[src/design/speq_pkg.sv]
package speq_pkg;

    // Operation codes carried in s_tuser
    localparam logic OP_INSERT = 1'b0;
    localparam logic OP_POP    = 1'b1;

    typedef logic [1:0] status_t;

    // Result codes carried in m_tuser
    localparam status_t ST_INSERTED = 2'd0;
    localparam status_t ST_POPPED   = 2'd1;
    localparam status_t ST_FULL     = 2'd2;
    localparam status_t ST_EMPTY    = 2'd3;

    // Per-cycle command broadcast to every cell of the row
    typedef struct packed {
        logic ins;
        logic pop;
    } speq_ctrl_t;

endpackage

[src/design/speq_cell.sv]
module speq_cell
    import speq_pkg::*;
#(
    parameter int KEY_BITS = 16,
    parameter int TAG_BITS = 8
)
(
    input  logic                clk,
    input  speq_ctrl_t          ctrl,
    input  logic                occupied,
    input  logic [KEY_BITS-1:0] in_key,
    input  logic [TAG_BITS-1:0] in_tag,
    input  logic [KEY_BITS-1:0] left_key,
    input  logic [TAG_BITS-1:0] left_tag,
    input  logic                left_place,
    input  logic [KEY_BITS-1:0] right_key,
    input  logic [TAG_BITS-1:0] right_tag,
    output logic [KEY_BITS-1:0] key,
    output logic [TAG_BITS-1:0] tag,
    output logic                place
);

    logic [KEY_BITS-1:0] key_reg;
    logic [KEY_BITS-1:0] key_next;
    logic [TAG_BITS-1:0] tag_reg;
    logic [TAG_BITS-1:0] tag_next;

    // New item belongs at or ahead of this cell
    assign place = !occupied || (in_key <= key_reg);

    // Shift right on insert, take the new item at the boundary, shift left on pop
    always_comb
    begin
        key_next = key_reg;
        tag_next = tag_reg;
        priority if (ctrl.ins && place)
        begin
            if (left_place)
            begin
                key_next = left_key;
                tag_next = left_tag;
            end
            else
            begin
                key_next = in_key;
                tag_next = in_tag;
            end
        end
        else if (ctrl.pop)
        begin
            key_next = right_key;
            tag_next = right_tag;
        end
        else
        begin
            // hold
            key_next = key_reg;
            tag_next = tag_reg;
        end
    end

    always_ff @(posedge clk)
    begin
        key_reg <= key_next;
        tag_reg <= tag_next;
    end

    assign key = key_reg;
    assign tag = tag_reg;

endmodule

[src/design/sorted_event_priority_queue_core.sv]
// An accepted item shows its result on the master side on the next cycle.
// Throughput: one insert or pop per cycle while the result register is drained;
// each item is a single compare-and-shift step across the row of cells.
// Reset: rst_n clears the entry count and the result valid flag; the stored
// keys and tags are not cleared and are only read below the entry count.
module sorted_event_priority_queue_core
    import speq_pkg::*;
#(
    parameter int CAPACITY = 16,
    parameter int KEY_BITS = 16,
    parameter int TAG_BITS = 8,
    localparam int CNT_W      = $clog2(CAPACITY + 1),
    localparam int IN_W       = KEY_BITS + TAG_BITS,
    localparam int IN_DATA_W  = ((IN_W + 7) / 8) * 8,
    localparam int OUT_W      = KEY_BITS + TAG_BITS + CNT_W,
    localparam int OUT_DATA_W = ((OUT_W + 7) / 8) * 8
)
(
    input  logic                  clk,
    input  logic                  rst_n,
    input  logic                  s_tvalid,
    output logic                  s_tready,
    input  logic [IN_DATA_W-1:0]  s_tdata,   // event_key, event_tag
    input  logic                  s_tuser,   // opcode
    output logic                  m_tvalid,
    input  logic                  m_tready,
    output logic [OUT_DATA_W-1:0] m_tdata,   // out_key, out_tag, occupancy
    output status_t               m_tuser    // status
);

    logic                accept;
    logic                full;
    logic                empty;
    speq_ctrl_t          ctrl;
    logic [KEY_BITS-1:0] in_key;
    logic [TAG_BITS-1:0] in_tag;

    logic [CNT_W-1:0]    count_reg;
    logic [CNT_W-1:0]    count_next;
    logic                out_valid_reg;
    logic                out_valid_next;
    status_t             out_status_reg;
    status_t             out_status_next;
    logic [KEY_BITS-1:0] out_key_reg;
    logic [KEY_BITS-1:0] out_key_next;
    logic [TAG_BITS-1:0] out_tag_reg;
    logic [TAG_BITS-1:0] out_tag_next;
    logic [CNT_W-1:0]    out_occ_reg;
    logic [CNT_W-1:0]    out_occ_next;

    logic [KEY_BITS-1:0] cell_key   [CAPACITY];
    logic [TAG_BITS-1:0] cell_tag   [CAPACITY];
    logic                cell_place [CAPACITY];

    // Take a new item whenever the result register is free or being drained
    assign s_tready = !out_valid_reg || m_tready;
    assign accept   = s_tvalid && s_tready;

    assign in_key = s_tdata[KEY_BITS-1:0];
    assign in_tag = s_tdata[IN_W-1:KEY_BITS];

    assign full  = (count_reg == CNT_W'(CAPACITY));
    assign empty = (count_reg == '0);

    assign ctrl.ins = accept && (s_tuser == OP_INSERT) && !full;
    assign ctrl.pop = accept && (s_tuser == OP_POP) && !empty;

    // Row of compare-and-shift cells, smallest key in cell zero
    for (genvar i = 0; i < CAPACITY; i++)
    begin : g_cell
        logic [KEY_BITS-1:0] left_key;
        logic [TAG_BITS-1:0] left_tag;
        logic                left_place;
        logic [KEY_BITS-1:0] right_key;
        logic [TAG_BITS-1:0] right_tag;

        if (i == 0)
        begin : g_head
            assign left_key   = '0;
            assign left_tag   = '0;
            assign left_place = 1'b0;
        end
        else
        begin : g_body
            assign left_key   = cell_key[i-1];
            assign left_tag   = cell_tag[i-1];
            assign left_place = cell_place[i-1];
        end

        if (i == CAPACITY - 1)
        begin : g_tail
            assign right_key = '0;
            assign right_tag = '0;
        end
        else
        begin : g_inner
            assign right_key = cell_key[i+1];
            assign right_tag = cell_tag[i+1];
        end

        speq_cell #(
            .KEY_BITS (KEY_BITS),
            .TAG_BITS (TAG_BITS)
        ) u_cell (
            .clk        (clk),
            .ctrl       (ctrl),
            .occupied   (CNT_W'(i) < count_reg),
            .in_key     (in_key),
            .in_tag     (in_tag),
            .left_key   (left_key),
            .left_tag   (left_tag),
            .left_place (left_place),
            .right_key  (right_key),
            .right_tag  (right_tag),
            .key        (cell_key[i]),
            .tag        (cell_tag[i]),
            .place      (cell_place[i])
        );
    end

    // Update the count and build the result item
    always_comb
    begin
        count_next      = count_reg;
        out_valid_next  = out_valid_reg;
        out_status_next = out_status_reg;
        out_key_next    = out_key_reg;
        out_tag_next    = out_tag_reg;
        out_occ_next    = out_occ_reg;

        if (m_tready)
        begin
            out_valid_next = 1'b0;
        end

        if (accept)
        begin
            out_valid_next = 1'b1;
            out_key_next   = '0;
            out_tag_next   = '0;
            if (ctrl.ins)
            begin
                count_next      = count_reg + CNT_W'(1);
                out_status_next = ST_INSERTED;
            end
            else if (ctrl.pop)
            begin
                count_next      = count_reg - CNT_W'(1);
                out_status_next = ST_POPPED;
                out_key_next    = cell_key[0];
                out_tag_next    = cell_tag[0];
            end
            else if (s_tuser == OP_INSERT)
            begin
                out_status_next = ST_FULL;
            end
            else
            begin
                out_status_next = ST_EMPTY;
            end
            out_occ_next = count_next;
        end
    end

    always_ff @(posedge clk or negedge rst_n)
    begin
        if (!rst_n)
        begin
            count_reg     <= '0;
            out_valid_reg <= 1'b0;
        end
        else
        begin
            count_reg     <= count_next;
            out_valid_reg <= out_valid_next;
        end
    end

    always_ff @(posedge clk)
    begin
        out_status_reg <= out_status_next;
        out_key_reg    <= out_key_next;
        out_tag_reg    <= out_tag_next;
        out_occ_reg    <= out_occ_next;
    end

    assign m_tvalid = out_valid_reg;
    assign m_tuser  = out_status_reg;
    assign m_tdata  = OUT_DATA_W'({out_occ_reg, out_tag_reg, out_key_reg});

endmodule

[config.mk]
export PLATFORM = sky130hd
export DESIGN_NAME = sorted_event_priority_queue_core
export DESIGN_NICKNAME = d
export VERILOG_FILES = /design/src/design/speq_pkg.sv /design/src/design/speq_cell.sv /design/src/design/sorted_event_priority_queue_core.sv
export SDC_FILE = /design/constraint.sdc
export NUM_CORES = 1
export LEC_CHECK = 0
export BUFFER_PORTS_ARGS = -buffer_cell sky130_fd_sc_hd__buf_2
export CAP_MARGIN = 10
export CORE_MARGIN = 4
export CORE_UTILIZATION = 64
export DETAILED_ROUTE_END_ITERATION = 6
export PLACE_DENSITY = 0.81
export SLEW_MARGIN = 20
export SYNTH_ARGS = -nofsm -noshare
export SYNTH_HDL_FRONTEND = slang
export SYNTH_SLANG_ARGS = --single-unit
[constraint.sdc]
create_clock -name clk -period 4.2 [get_ports clk]
set_input_delay 1.05 -clock clk [delete_from_list [all_inputs] [get_ports clk]]
set_output_delay 1.05 -clock clk [all_outputs]
set_load 0.01 [all_outputs]
==> summary.md <==
| Metric | Value |
|---|---|
| Outcome | finished clean |
| WS Path Type | primary input to flip-flop |
| PwrDens | 482.8 nW/um2 |
| Synth area leader | edfxtp_1 |
| Cell Area, Synth | 28030 um2 |
| Netlist cell types | 69 |
| Overflow after GRT | 0 |
| Pre-antenna DRT Iters | 6 |
| Worst min-delay path class | primary input to async pin |
| CTS tree | yes |
| Final setup viols | 0 |
| Switch share | 35.33% |
| Post-synthesis async set-or-reset flop share | 1.425% |
| VDD IR-drop max | 0.3611 mV |
| # resized after CTS | 0 |
| Mapped Cells | 2793 |
| Final Hold Viols | 0 |
| Fin. max-slew vios | 0 |
| Syn avg cell area | 10.03 um2 |
| Worst-Skew Late Latency | 0.60 ns |
| Postcts setup bufs | 0 |
| Clock-pin transition on the worst setup and hold timing paths | 0.06 ns |
| Total CTS buffers | 46 |
| Drt via density | 6.592 |
| TNS Setup | 0 ns |
| Reg area | 12610 um2 |
| Std-Cell Rows | 76 |
| Detailed-placement wirelength estimate | 58610 um |
| Detailed Route WL | 81060 um |
| Gr usage total | 33.91% |
| Full die area | 47200 um2 |
| Post-synth top area share | 44.46% |
| Final period util | 86.14% |
| Vias in the first global route | 22930 |
| MaxCap Viol Count | 0 |
| Core Area | 43170 um2 |
| Die Y | 217.3 um |
| Die extent in x | 217.3 um |
| Fmax | 276.4 MHz |
| Crit end category | flip-flop |
| RSZ-0062 raised after global routing | no |
| Via Count | 22890 |
| Hold Buf Count CTS | 0 |
| CP Launch Type | primary input |
| Most frequent cell after synthesis | edfxtp_1 |
| Synthesis-to-layout area growth | 11.32% |
| Worst path required time | 4.55 ns |
| CP Max Fanout | 20 |
| Final core utilization | 72.27% |
| Register bit total from synthesis | 421 |
| Routability Congestion | 0.9286 |
| Worst path arrival time | 3.97 ns |
| Primary FF master, synth | edfxtp_1 |
| Area of the multi-input gates | 13760 um2 |
| DRC violations left | 0 |
| Iteration-0 DRC Markers | 3156 |
| Number of synthesized flops with an enable pin | 415 |
| FILL cells | 3005 |
| Sequential share of the synthesized area | 45.00% |
| Wire per inst | 23.35 um |
| First-pass GRT wire length | 126900 um |
| Sequential share of power | 40.4% |
| Crit path time final | 3.618 ns |
| Pin count of the biggest net entering global routing | 49 |
| Layout cell share with drive strength beyond 1 | 10.74% |
| Largest register FFs | 256 |
| Post-synth top cells | 415 x edfxtp_1, 334 x mux2i_1, 292 x nand2_1 |
| Initial antenna violation count | 3 |
| # nets final | 3140 |
| Synth warnings | 0 |
| Post-route clock skew | 0.01861 ns |
| Internal power | 9.742 mW |
| Synth top area cells | edfxtp_1 44%, mux2i_1 12%, ha_1 12%, o21ai_0 4.6%, a21oi_1 4.1% |
| Rel. slew slack | 29.44% |
| Clock sinks | 421 |
| IO Count | 65 |
| PortBufs | 61 |
| Initial Util | 64.92% |
| Comb pwr share | 33.7% |
| Lkg Pwr | 13.79 nW |
| Antenna-violating nets left | 0 |
| Clock group share of total power | 25.9% |
| CTS H-Tree Depth | 2 |
| Worst-case clock buffer depth | 3 |
| Sw power | 5.321 mW |
| Clk root buf | clkbuf_16 |
| Worst Tran Pin Value | 1.058 ns |
-- per-layer routing --
layer | track usage [%] | vias up | share of wire (%)
met4 | 14.06 | 6 | 4.4
li1 | - | 10190 | -
met2 | 52.98 | 1548 | 45
met3 | 7.777 | 296 | 12
met5 | 0 | - | 0.052
met1 | 46.06 | 10850 | 39
-- cell usage in the layout (no fill, tap or decap), types with 16 or more instances in the layout --
cell type and instances:
edfxtp_1 415, mux2i_1 334, nand2_1 292, o21ai_0 259, ha_1 259, inv_1 251, a21oi_1 224, nor2_1 219
buf_4 98, buf_2 61, clkbuf_16 47, nand4_1 43, buf_12 36, o21ai_1 24, a311oi_1 23, nor3_1 20
mux2_4 20, a21o_1 18, a32oi_1 16, clkbuf_1 16
-- through the flow --
step / hold slack [ns] / setup WS, ns / instance area (um2) / std cells / power [mW]
2_1_floorplan: 0.5195 / 0.05983 / 28030 / 2795 / 9.381
3_3_place_gp: 0.5045 / 0.1627 / 29810 / 3389 / 10.81
3_5_place_dp: 0.5193 / 0.1714 / 29810 / 3389 / 11.07
4_1_cts: 0.2691 / 0.7594 / 31200 / 3471 / 14.95
5_1_grt: 0.2860 / 0.5240 / 31200 / 3471 / 15.75
6_report: 0.2734 / 0.5820 / 31200 / 3472 / 15.06
-- cells by family after synthesis --
family	share of synthesized area (%)
AOI/OAI and AO/OA	13.30
xor gates and xnor gates	0.1875
muxes	13.20
adders and majority gates	11.56
and+or+nand+nor	10.28
other	0.01338
buffers and inverters	6.455
DFF	45.00
-- critical path: stages --
cell	delay [ns]
buf_2	0.26
buf_12	0.23
ha_1	0.34
nand4_1	0.17
nor4_1	0.40
a21boi_0	0.35
nor4_1	0.14
o21ai_2	0.44
nand2_1	0.31
buf_12	0.25
-- layout make-up --
class	count	area share (%)
multi-input combinational	1937	44.10
clock buffer	65	4.050
sequential	421	40.42
timing repair buffer	195	5.646
tap	585	2.346
clock inverter	17	0.4090
antenna	1	0.008021
inverter	251	3.020
-- power by group through the flow --
stage                     logic [mW]  clock network (mW)  registers, mW
after floorplan                 3.51                   0           5.87
after global placement          4.69                   0           6.12
after detailed placement        4.93                   0           6.14
after CTS                       4.97                3.91           6.06
after global routing            5.50                4.10           6.14
final                           5.08                3.89           6.09
-- path summary, 6_finish.rpt --
check / cells after the start / from / to / slack, ns
worst max-delay path: 10 / s_tdata[7] / g_cell[5].u_cell.tag[5]$_DFFE_PP_ / 0.58
max in group asynchronous: 1 / rst_n / m_tvalid$_DFFE_PN0P_ / 3.76
worst max register to register: 9 / g_cell[5].u_cell.key[12]$_DFFE_PP_ / g_cell[5].u_cell.tag[5]$_DFFE_PP_ / 0.99
worst min register to register: 2 / m_tvalid$_DFFE_PN0P_ / m_tvalid$_DFFE_PN0P_ / 0.53
worst min-delay path: 1 / rst_n / count_reg[0]$_DFFE_PN0P_ / 0.27
min in group clk: 2 / m_tvalid$_DFFE_PN0P_ / m_tvalid$_DFFE_PN0P_ / 0.53
Note: power is estimated with default switching activity, not from simulation.
